==> src/hw/rtl/mlu_ram.sv <==
module mlu_ram #(
	parameter int DEPTH = 32,
	parameter int WIDTH = 16,
	localparam int AW = $clog2(DEPTH)
) (
	input  logic             clk,
	input  logic             we,
	input  logic [AW-1:0]    waddr,
	input  logic [WIDTH-1:0] wdata,
	input  logic [AW-1:0]    raddr,
	output logic [WIDTH-1:0] rdata
);

	logic [WIDTH-1:0] mem [DEPTH];

	always_ff @(posedge clk) begin
		if (we) begin
			mem[waddr] <= wdata;
		end
		rdata <= mem[raddr];
	end

endmodule

==> config.mk <==
export PLATFORM = sky130hd
export DESIGN_NAME = mlu_ram
export DESIGN_NICKNAME = d
export VERILOG_FILES = /design/src/hw/rtl/mlu_ram.sv
export SDC_FILE = /design/constraint.sdc
export NUM_CORES = 1
export LEC_CHECK = 0
export BUFFER_PORTS_ARGS = -buffer_cell sky130_fd_sc_hd__clkbuf_2
export CAP_MARGIN = 40
export CORE_ASPECT_RATIO = 2
export CORE_UTILIZATION = 45
export CTS_BUF_LIST = sky130_fd_sc_hd__clkbuf_8
export DETAILED_ROUTE_END_ITERATION = 16
export PLACE_DENSITY = 0.7
export SYNTH_ARGS = -nofsm -noshare
export SYNTH_HDL_FRONTEND = slang
export SYNTH_SLANG_ARGS = --single-unit
==> constraint.sdc <==
create_clock -name clk -period 1.9 [get_ports clk]
set_input_delay 0.19 -clock clk [delete_from_list [all_inputs] [get_ports clk]]
set_output_delay 0.19 -clock clk [all_outputs]
set_load 0.05 [all_outputs]
-- Word level (Yosys, flattened, before mapping)
Memories as Yosys holds them, arrays and structs flattened. A register that Yosys moved wholly into a read port is not among the register bits.
Cells that the tools add are included.
- input port bits: 28
- word-level logic and storage cells: 3
- memory bits (writable): 512
- flip-flop bits (word level): 0
- output and inout bits: 16
- memories: 1
- memory list (name ; words ; bits a word ; read ports ; clocked after memory_dff ; wr ports ; RTL line ; RTL):
    mem ; 32 ; 16 ; 1 ; 1 ; 1 ; 14 ; logic [WIDTH-1:0] mem [DEPTH];
- muxes and demuxes: 2
- operators by type and width (operator ; count):
    $mux 1 ; 2

-- Depth between registers and ports, before layout
- depth after elaboration: 2
- gate-level depth with buffers: 8
- depth with buffers taken out: 5

-- Worst setup path before layout
OpenSTA, ideal clock, no wires.
- path kind: input to register
- from: in waddr[1]
- to: mem mem[12][0], enable pin
- data required time: 1.512 ns
- arrival: 1.542 ns
- path buffers: 1
- library setup time: 0.388 ns
- cell stages on the path: 3
- setup slack: -0.030 ns
- cells stage by stage: or3b_2 > clkbuf_1 > nor2_1
- RTL lines (item ; RTL line ; RTL):
    start: declaration ; 8 ; input logic [AW-1:0] waddr,
    end: declaration ; 14 ;
Straight into the memory's write port.

-- Worst setup path in the final report
- from: reg rdata[5], read port of mem
- to: out rdata[5]
- RTL lines (item ; RTL line ; RTL):
    start: declaration ; 11 ; output logic [WIDTH-1:0] rdata
No word-level cell between the ends.

==> impl_metrics.toml <==
[outcome]
status = "complete, no violations"

[worst_setup_path]
critPathBufInv = 1
arrival_ns = 1.39
path_class = "register to output pin"
cp_max_fo = 1
cp_slowest_stage_delay_ns = 0.43
cp_cell_sequence = "clkbuf_2"
rrSetupSlack_ns = 0.55
end_kind = "output pin"
crit_required_ns = 1.71
critical_path.slowest_cell = "dfxtp_1"
cp-start-kind = "register"
critPathTopFamily = "flip-flops"

[synthesis]
syn_nets = 1171
ys_seq_elements = 528
yosysWarningCount = 0
netlist_instances = 1143
synth_seq_area_share = 0.7643
yosys.area.top_type_share = 0.7487
ys_types = 26
yosysTopAreaCell = "edfxtp_1"
synthTopCellsByArea = "edfxtp_1 (75%), mux2i_1 (12%), a22oi_1 (2.3%)"
synth_area_mm2 = 0.02054
avgSynthCellArea_um2 = 17.97

[die]
start_util = 0.4563
die_w_um = 153.1
dieArea_mm2 = 0.04655
io_pins = 44
die-height_um = 304.1
std_cell_rows = 110
core-area_mm2 = 0.04501

[timing]
rsz0062_at_grt = "no"
setup_tns_ns = 0
tightest_slew_ns = 0.8468
min_period_ns = 1.577
finalMaxSlewViolations = 0
hold_viol_final = 0
post-route-period-util = 0.8302
setup_viol = 0
fmax_mhz = 634.0
max_slew_margin = 0.4354
fin_skew_ns = 0.02281

[grt]
antenna_found_initial = 4
grt_pass1_vias = 11070
grt_usage = 0.1984
grt_pass1_wl_mm = 67.29
grt_max_degree = 58
grt-ovfl-total = 0

[clocking]
post_cts_buffers = 0
clock_latency_ns = 0.64
cts_resized = 0
cts_made_buffers = 67
cts.sinks = 528
cts_tree = "built"
clockRootBuffer = "clkbuf_8"
holdBufCountCts = 0
clk_pin_slew_ns = 0.07
htreeDepth = 3
clk_path_buf_depth = 3

[detailed_routing]
wl_per_cell_um = 24.11
drc = 0
drtPass1Iterations = 5
ant_nets = 0
via_count = 10610
routed_wl_mm = 45.20
drt-initial-drc-count = 725
viasPerCell = 5.658

[min_path]
worstHoldPathType = "input port to register"

[place]
dp.cells = 1755
portBuffers = 43
place.gp.congestion = 0.7843
dp_hpwl_mm = 29.30

[power]
pwr_density_cell_mw_per_mm2 = 960.1
vdd_drop_max_uv = 496.0
p_leak_nw = 8.188

[layout]
fin_util = 0.5137
layout.nets = 1292
stdcell_count = 1875
drive_above_1_share = 0.1615
area_delta_synth_final_pct = 12.58
nFillCells = 3531

[flow_run]
drv_cap = 0
-- worst paths after layout --
path / start / end / cells after the start
max reg2reg: mem[7][15] / rdata[15] / 5
min reg2reg: mem[17][11] / rdata[11] / 4
min: raddr[3] / rdata[3] / 4
max: rdata[5] / rdata[5] / 1
-- cell type report --
cell class,instances,area [um^2],area share
Antenna cell,2,5.005,0.0002165
Tap cell,560,700.7,0.03031
Clock inverter,45,237.7,0.01028
Multi-Input combinational cell,548,4317,0.1867
Clock buffer,73,1005,0.04346
Timing Repair Buffer,119,1159,0.05012
Sequential cell,528,15700,0.6789
-- report_power, final --
group	internal [mW]	switching, mW
sequential	12.9	0.0703
clock	3.81	3.95
combinational	0.470	0.947
total	17.2	4.97
-- cells in the final DEF, fill, tap and decap left out, types with 17 or more instances in the layout --
| master | Yosys | routed |
|---|---|---|
| clkbuf_8 | 0 | 73 |
| edfxtp_1 | 512 | 512 |
| buf_4 | 19 | 47 |
| nand2_1 | 33 | 33 |
| nand3_1 | 34 | 34 |
| a22oi_1 | 64 | 64 |
| inv_1 | 0 | 17 |
| nor2_1 | 33 | 33 |
| a21oi_1 | 32 | 32 |
| clkbuf_2 | 0 | 42 |
| a22o_1 | 32 | 32 |
| buf_12 | 5 | 29 |
| mux2i_1 | 256 | 256 |
-- cells by family (layout without fill, tap and decap cells) --
logic type | after synthesis | after routing | synth area share
flops | 528 | 528 | 0.7643
mux | 256 | 256 | 0.1248
simple gates | 148 | 148 | 0.03491
compound gates | 144 | 144 | 0.04972
buf+inv | 67 | 237 | 0.02632
other cells | 0 | 2 | 0
-- synth_stat cells (all sizes together) --
master / count
mux2i: 256
a31oi: 16
nor2: 34
nor2b: 2
buf: 55
and2: 1
or3: 1
clkbuf: 12
or2: 1
dfxtp: 16
edfxtp: 512
nand3b: 5
nand2: 33
a22oi: 64
a22o: 32
nand2b: 2
nor3: 16
a21oi: 32
nand3: 34
nand4: 16
or3b: 3
-- flip-flops by register name, indices dropped and copies added (netlist names) --
| register | count |
|---|---|
| rdata | 16 |
| mem | 512 |
-- routing by layer --
metal  wire length [um]  up-vias  global-route usage
met2              26320      333              0.3903
met3               2134       79             0.03048
li1                   -     4800                   -
met5                  0        -                   0
met1              15440     5397              0.2032
met4               1302        0             0.08363
-- per-stage QoR --
step                      area [um^2]  hold WS [ns]  power [mW]  setup WS [ns]
after floorplan                 20540        0.2889       14.12       -0.03002
after global placement          21870        0.5902       14.67         0.1859
after detailed placement        21870        0.5914       14.71         0.1606
after CTS                       23110       0.09418       22.37         0.2635
after global routing            23120        0.1144       22.88         0.3110
final                           23120        0.1237       22.19         0.3227
Power figures use the tool's default switching activity.
