[src/hw/rtl/mlu_pkg.sv]
package mlu_pkg;

	localparam int DEF_MAX_X_POINTS = 16;
	localparam int DEF_MAX_Y_POINTS = 16;

	localparam int VAL_W = 16;
	localparam int QUO_W = 16;
	localparam int DEN_W = 32;
	localparam int NUM_W = DEN_W + QUO_W;

	typedef enum logic [1:0] {
		OP_QUERY   = 2'd0,
		OP_WR_X    = 2'd1,
		OP_WR_Y    = 2'd2,
		OP_WR_GRID = 2'd3
	} op_t;

	localparam logic [0:0] CFG_X_POINTS = 1'b0;
	localparam logic [0:0] CFG_Y_POINTS = 1'b1;

	typedef struct packed {
		logic             start;
		logic [NUM_W-1:0] num;
		logic [DEN_W-1:0] den;
	} div_req_t;

	typedef struct packed {
		logic             done;
		logic [QUO_W-1:0] quo;
	} div_rsp_t;

endpackage

[src/hw/rtl/mlu_div.sv]
module mlu_div import mlu_pkg::*; (
	input  logic     clk,
	input  logic     arst_n,
	input  div_req_t req,
	output div_rsp_t rsp
);

	localparam int CNT_W = $clog2(QUO_W + 1);

	logic [CNT_W-1:0] cnt_q;
	logic             done_q;
	logic [DEN_W-1:0] rem_q;
	logic [DEN_W-1:0] den_q;
	logic [QUO_W-1:0] low_q;
	logic [DEN_W:0]   trial;
	logic             ge;

	// remainder shifted by one numerator bit, quotient bits enter low_q from the bottom
	assign trial = {rem_q, low_q[QUO_W-1]};
	assign ge    = trial >= {1'b0, den_q};

	always_ff @(posedge clk or negedge arst_n) begin
		if (!arst_n) begin
			cnt_q  <= '0;
			done_q <= 1'b0;
		end else begin
			done_q <= 1'b0;
			if (req.start) begin
				cnt_q <= CNT_W'(QUO_W);
			end else if (cnt_q != '0) begin
				cnt_q <= cnt_q - CNT_W'(1);
				if (cnt_q == CNT_W'(1)) begin
					done_q <= 1'b1;
				end
			end
		end
	end

	always_ff @(posedge clk) begin
		if (req.start) begin
			rem_q <= req.num[NUM_W-1:QUO_W];
			low_q <= req.num[QUO_W-1:0];
			den_q <= req.den;
		end else if (cnt_q != '0) begin
			rem_q <= ge ? DEN_W'(trial - {1'b0, den_q}) : trial[DEN_W-1:0];
			low_q <= {low_q[QUO_W-2:0], ge};
		end
	end

	assign rsp.done = done_q;
	assign rsp.quo  = low_q;

endmodule

[config.mk]
export PLATFORM = sky130hd
export DESIGN_NAME = mlu_div
export DESIGN_NICKNAME = d
export VERILOG_FILES = /design/src/hw/rtl/mlu_pkg.sv /design/src/hw/rtl/mlu_div.sv
export SDC_FILE = /design/constraint.sdc
export NUM_CORES = 1
export LEC_CHECK = 0
export BUFFER_PORTS_ARGS = -buffer_cell sky130_fd_sc_hd__buf_2
export CAP_MARGIN = 20
export CORE_MARGIN = 4
export CORE_UTILIZATION = 50
export DETAILED_ROUTE_END_ITERATION = 8
export PLACE_DENSITY = 0.69
export SLEW_MARGIN = 20
export SYNTH_ARGS = -nofsm -noshare
export SYNTH_HDL_FRONTEND = slang
export SYNTH_SLANG_ARGS = --single-unit
export TNS_END_PERCENT = 10
[constraint.sdc]
create_clock -name clk -period 5.6 [get_ports clk]
set_input_delay 0.56 -clock clk [delete_from_list [all_inputs] [get_ports clk]]
set_output_delay 0.56 -clock clk [all_outputs]
set_load 0.02 [all_outputs]
## Yosys cells after proc, flatten, opt, wreduce, memory -nomap -nowiden

Cells that the tools add are included.

| word-level totals | value |
|---|---|
| register bits after elaboration | 86 |
| latch bits | 0 |
| bits in writable memories | 0 |
| memory bits (read-only) | 0 |
| bits of input ports | 83 |
| output and inout port bits | 17 |
| logic and storage cells | 21 |
| memories | 0 |

| cells by class | value |
|---|---|
| $add $sub $neg | 2 |
| multiply operators | 0 |
| div/mod/pow operators | 0 |
| order comparisons | 1 |
| equal/unequal tests | 1 |
| shift operators | 0 |
| multiplexer cells | 10 |
| bitwise logic cells | 0 |
| reduce and logical (&&, ||, !) cells | 2 |

Operator list:

| cell | number |
|---|---|
| $mux 32 | 3 |
| $ge 33x32->1 | 1 |
| $mux 16 | 2 |
| $sub 32x32->32 | 1 |
| $mux 5 | 2 |
| $eq 5x1->1 const B | 1 |
| $reduce_bool 5->1 | 1 |
| $sub 5x1->5 const B | 1 |
| $mux 1 | 3 |
| $reduce_bool 2->1 | 1 |

## Depth between registers and ports, before layout

| logic depth | value |
|---|---|
| word-level depth | 4 |
| mapped depth | 14 |

## Worst setup path after synthesis

No wires, ideal clock.

| path | value |
|---|---|
| path kind | register to register |
| start point | register low_q[15] |
| end point | register rem_q[28] (data pin) |
| setup time | 0.195 ns |
| data arrival time | 2.870 ns |
| required time | 5.405 ns |
| path slack | 2.535 ns |
| stages on the path, launching flop included | 14 |
| path buffers | 0 |
| cell sequence | edfxtp_1 -> inv_1 -> ha_1 -> inv_1 -> fa_1 -> a21oi_1 -> o21ai_0 -> a211o_1 -> nand2_1 -> a311oi_1 -> a221oi_1 -> a21oi_1 -> xnor2_1 -> o311ai_0 |

| on the way | value |
|---|---|
| longest elaborated chain between the ends | 4 |

Ends and longest elaborated chain:

| what | RTL line | RTL |
|---|---|---|
| start: declaration | mlu_div.sv:14 | `logic [QUO_W-1:0] low_q;` |
| start signal: assignment | mlu_div.sv:42 | `low_q <= req.num[QUO_W-1:0];` |
| start signal: assignment | mlu_div.sv:46 | `low_q <= {low_q[QUO_W-2:0], ge};` |
| $sub 32x32->32 or $ge 33x32->1 (tied branches) | mlu_div.sv:45, mlu_div.sv:20 |  |
| $mux 32 (*) | mlu_div.sv:45 | `rem_q <= ge ? DEN_W'(trial - {1'b0, den_q}) : trial[DEN_W-1:0];` |
| $mux 32 (*) | mlu_div.sv:44 | `end else if (cnt_q != '0) begin` |
| $mux 32 (*) | mlu_div.sv:40 | `if (req.start) begin` |
| end signal: assignment | mlu_div.sv:41 | `rem_q <= req.num[NUM_W-1:QUO_W];` |
| end signal: assignment | mlu_div.sv:45 |  |
| end: declaration | mlu_div.sv:12 | `logic [DEN_W-1:0] rem_q;` |

Every way passes the cells marked *; elsewhere a longest branch is shown, timed or not. The select of a mux whose other input is x is not followed.
A chain may end at the register's enable or synchronous reset.

## Final worst setup path

| path | value |
|---|---|
| start point | register rem_q[0] |
| end point | register rem_q[3] (data pin) |

| on the way | value |
|---|---|
| longest elaborated chain between the ends | 4 |

Ends and longest elaborated chain:

| what | RTL line |
|---|---|
| $sub 32x32->32 or $ge 33x32->1 (tied branches) | mlu_div.sv:45, mlu_div.sv:20 |
| $mux 32 (*) | mlu_div.sv:45 |
| $mux 32 (*) | mlu_div.sv:44 |
| $mux 32 (*) | mlu_div.sv:40 |

Marked as above.

==> reports/metrics.yaml <==
grt_setup_unrepaired: "false"
cpPeakStageDelay_ns: 0.62
yosys_warnings: 0
power_leakage_uw: 0.00276
initial_core_util: 0.511
hpwl_mm: 9.02
fin_crit_sh: 0.718
drtIter0Drc: 228
total_power_uw: 3440
yosys.cell_types.count: 62
syn_to_final_growth_pct: 14.5
grt_pass1_vias: 4228
ys_ff_latch: 86
setup_tns_ns: 0
use_met1: 0.245
worst_path_max_delay_cell: "sky130_fd_sc_hd__a211oi_4"
worst_slew_pin_slew_ns: 0.677
groute.layer.met3.usage: 0.0695
antenna_left: 0
cts-root-to-sink-buffers: 2
seq_area_frac_synth: 0.461
numClockSinks: 86
number_of_cts_inserted_buffers: 9
track_usage: 0.194
global_route_wire_length_before_repair_mm: 19.9
clkTransAtPathRegs_ns: 0.09
async_reset_ff_frac: 0.0698
worstHoldPathType: "primary input to flop"
placementRows: 38
clock_latency_reported_for_the_late_side_of_the_worst_skew_pair_ns: 0.39
synth.cell_area_mm2: 0.00554
post_synth_edffs: 80
nNetsFinal: 718
crit_fanout: 26
die_w_um: 113
finalHoldViolCount: 0
detail_route.first_pass.iterations: 4
power_density_mw_per_mm2: 542
worst-endpoint-arrival_ns: 4.17
grt_antenna_before_repair: 0
numPortBuffers: 99
most_common_cell_after_layout_fill_and_taps_aside: "sky130_fd_sc_hd__buf_2"
timing.critical_path.to_type: "flop"
ratio_of_cells_with_drive_above_1_in_the_final_layout: 0.296
relSlewSlack: 0.547
full_die_area_mm2: 0.0128
cap_violations: 0
avgViaCountPerCell: 5.54
outcome: "finished, final reports clean"
final_critical_period_ns: 4.02
report.final.slew_viol_count: 0
top_level_ports: 100
routedWlPerCell_um: 16.2
most-common-layout-cells: "sky130_fd_sc_hd__buf_2 (98), sky130_fd_sc_hd__edfxtp_1 (80), sky130_fd_sc_hd__mux2_2 (52), sky130_fd_sc_hd__inv_1 (44), sky130_fd_sc_hd__a21oi_1 (41)"
timing.critical_path.buf_inv: 1
timing.critical_path.max_delay_family: "compound AO/OA/AOI/OAI gates"
top_usage_layer: "met2"
overflow: 0
crit_type: "flop to flop"
cpMostUsedCell: "sky130_fd_sc_hd__mux2_2"
maxClockFrequency_mhz: 249
groute.layer.met2.usage: 0.317
synth_fp_nets: 625
category_of_the_worst_setup_path_launch_point: "flop"
area_of_the_core_region_mm2: 0.0108
fillerInstances: 976
final_critical_path_setup_slack_ns: 1.58
setup_viol: 0
ir_worst_vdd_v: 0.000281
post_synth_inst_count: 506
cts_post_setup_buffers_inserted: 0
synth_flop_type: "sky130_fd_sc_hd__edfxtp_1"
post_dp_cell_area_mm2: 0.00614
dr_total_vias: 4119
die_h_um: 113
preCtsSetupSlack_ns: 1.58
htreeDepth: 3
detail_route.wirelength_mm: 12.0
skew_ns: 0.0135
layout.cell_area.non_filler_mm2: 0.00634
antenna_diode_count: 0
drc: 0
grt_start_max_net_pins: 60
clk_root_buffer_cell: "sky130_fd_sc_hd__clkbuf_8"
tritoncts: "built"
syn_area_per_cell_um2: 11.0
crit_path_cell_trace: "ha_1 -> nor2b_1 -> o2111ai_1 -> a21boi_1 -> o31a_1 -> nor2_1 -> o21bai_2 -> a211oi_4 -> buf_4 -> mux2_2 -> mux2_2"
required_ns: 5.75
gp_routability_congestion: 0.902
-- synthesized netlist by cell type, types with 7 or more instances --
cell,number,area [µm²]
sky130_fd_sc_hd__a21oi_1,41,205
sky130_fd_sc_hd__ha_1,35,438
sky130_fd_sc_hd__nand2_1,31,116
sky130_fd_sc_hd__xnor2_1,18,158
sky130_fd_sc_hd__a21o_1,14,105
sky130_fd_sc_hd__clkbuf_1,12,45.0
sky130_fd_sc_hd__inv_1,44,165
sky130_fd_sc_hd__nor2_1,28,105
sky130_fd_sc_hd__xor2_1,10,87.6
sky130_fd_sc_hd__nand3_1,11,55.1
sky130_fd_sc_hd__nor3_1,7,35.0
sky130_fd_sc_hd__mux2_2,52,586
sky130_fd_sc_hd__nor2b_1,8,50.1
sky130_fd_sc_hd__o21ai_0,18,90.1
sky130_fd_sc_hd__edfxtp_1,80,2400
-- per-layer routing --
metal	up-vias	share of wire
met3	11	0.062
met4	0	0.0096
li1	2051	-
met1	1941	0.45
met2	116	0.48
met5	-	0
-- final cells by class --
type,instances,area (µm²),share of cell area
Clock inverter,7,72.6,0.0114
Timing Repair Buffer,104,538,0.0848
Inverter,44,165,0.0260
Multi-Input combinational cell,354,2720,0.428
Tap cell,140,175,0.0276
Sequential cell,86,2550,0.402
Clock buffer,9,124,0.0195
-- report_power, final --
part           switching [µW]  internal (µW)
sequential                108            958
combinational            1030            897
clock                     237            207
total                    1380           2060
-- final timing paths --
check / startpoint / to / slack (ns) / depth (start not counted)
hold / removal: req[19] / den_q[19] / 0.34 / 1
min in group asynchronous: arst_n / cnt_q[4] / 0.50 / 2
max in group asynchronous: arst_n / cnt_q[2] / 4.96 / 2
setup reg to reg: rem_q[0] / rem_q[3] / 1.58 / 11
hold reg to reg: cnt_q[4] / cnt_q[4] / 0.54 / 2
setup / recovery: rem_q[0] / rem_q[3] / 1.58 / 11
-- per-stage QoR --
step / hold WS [ns] / utilization / instances
final: 0.339 / 0.585 / 744
after global routing: 0.312 / 0.585 / 744
after CTS: 0.320 / 0.585 / 744
after detailed placement: 0.392 / 0.566 / 727
after global placement: 0.389 / 0.566 / 727
after floorplan: 0.264 / - / 506
-- registers in the layout, indices dropped and copies added (netlist names) --
register / count
den_q: 32
low_q: 16
cnt_q: 5
done_q: 1
rem_q: 32
-- cells by family (layout without fill, tap and decap cells) --
family | Yosys count | in the layout | synth area share
multiplexers | 58 | 58 | 0.117
AO/OA/AOI/OAI | 118 | 118 | 0.142
XOR/XNOR | 28 | 28 | 0.0443
AND/OR/NAND/NOR | 114 | 114 | 0.103
buffers and inverters | 66 | 164 | 0.0508
flip-flops | 86 | 86 | 0.461
adder cells (fa/ha/maj) | 36 | 36 | 0.0826
-- what timing repair did --
action                                  CTS  global route
hold buffers                              1             0
endpoints found under the setup margin    0             0
gates resized for setup                   0             0
endpoints found under the hold margin     6             0
Power figures use the tool's default switching activity.
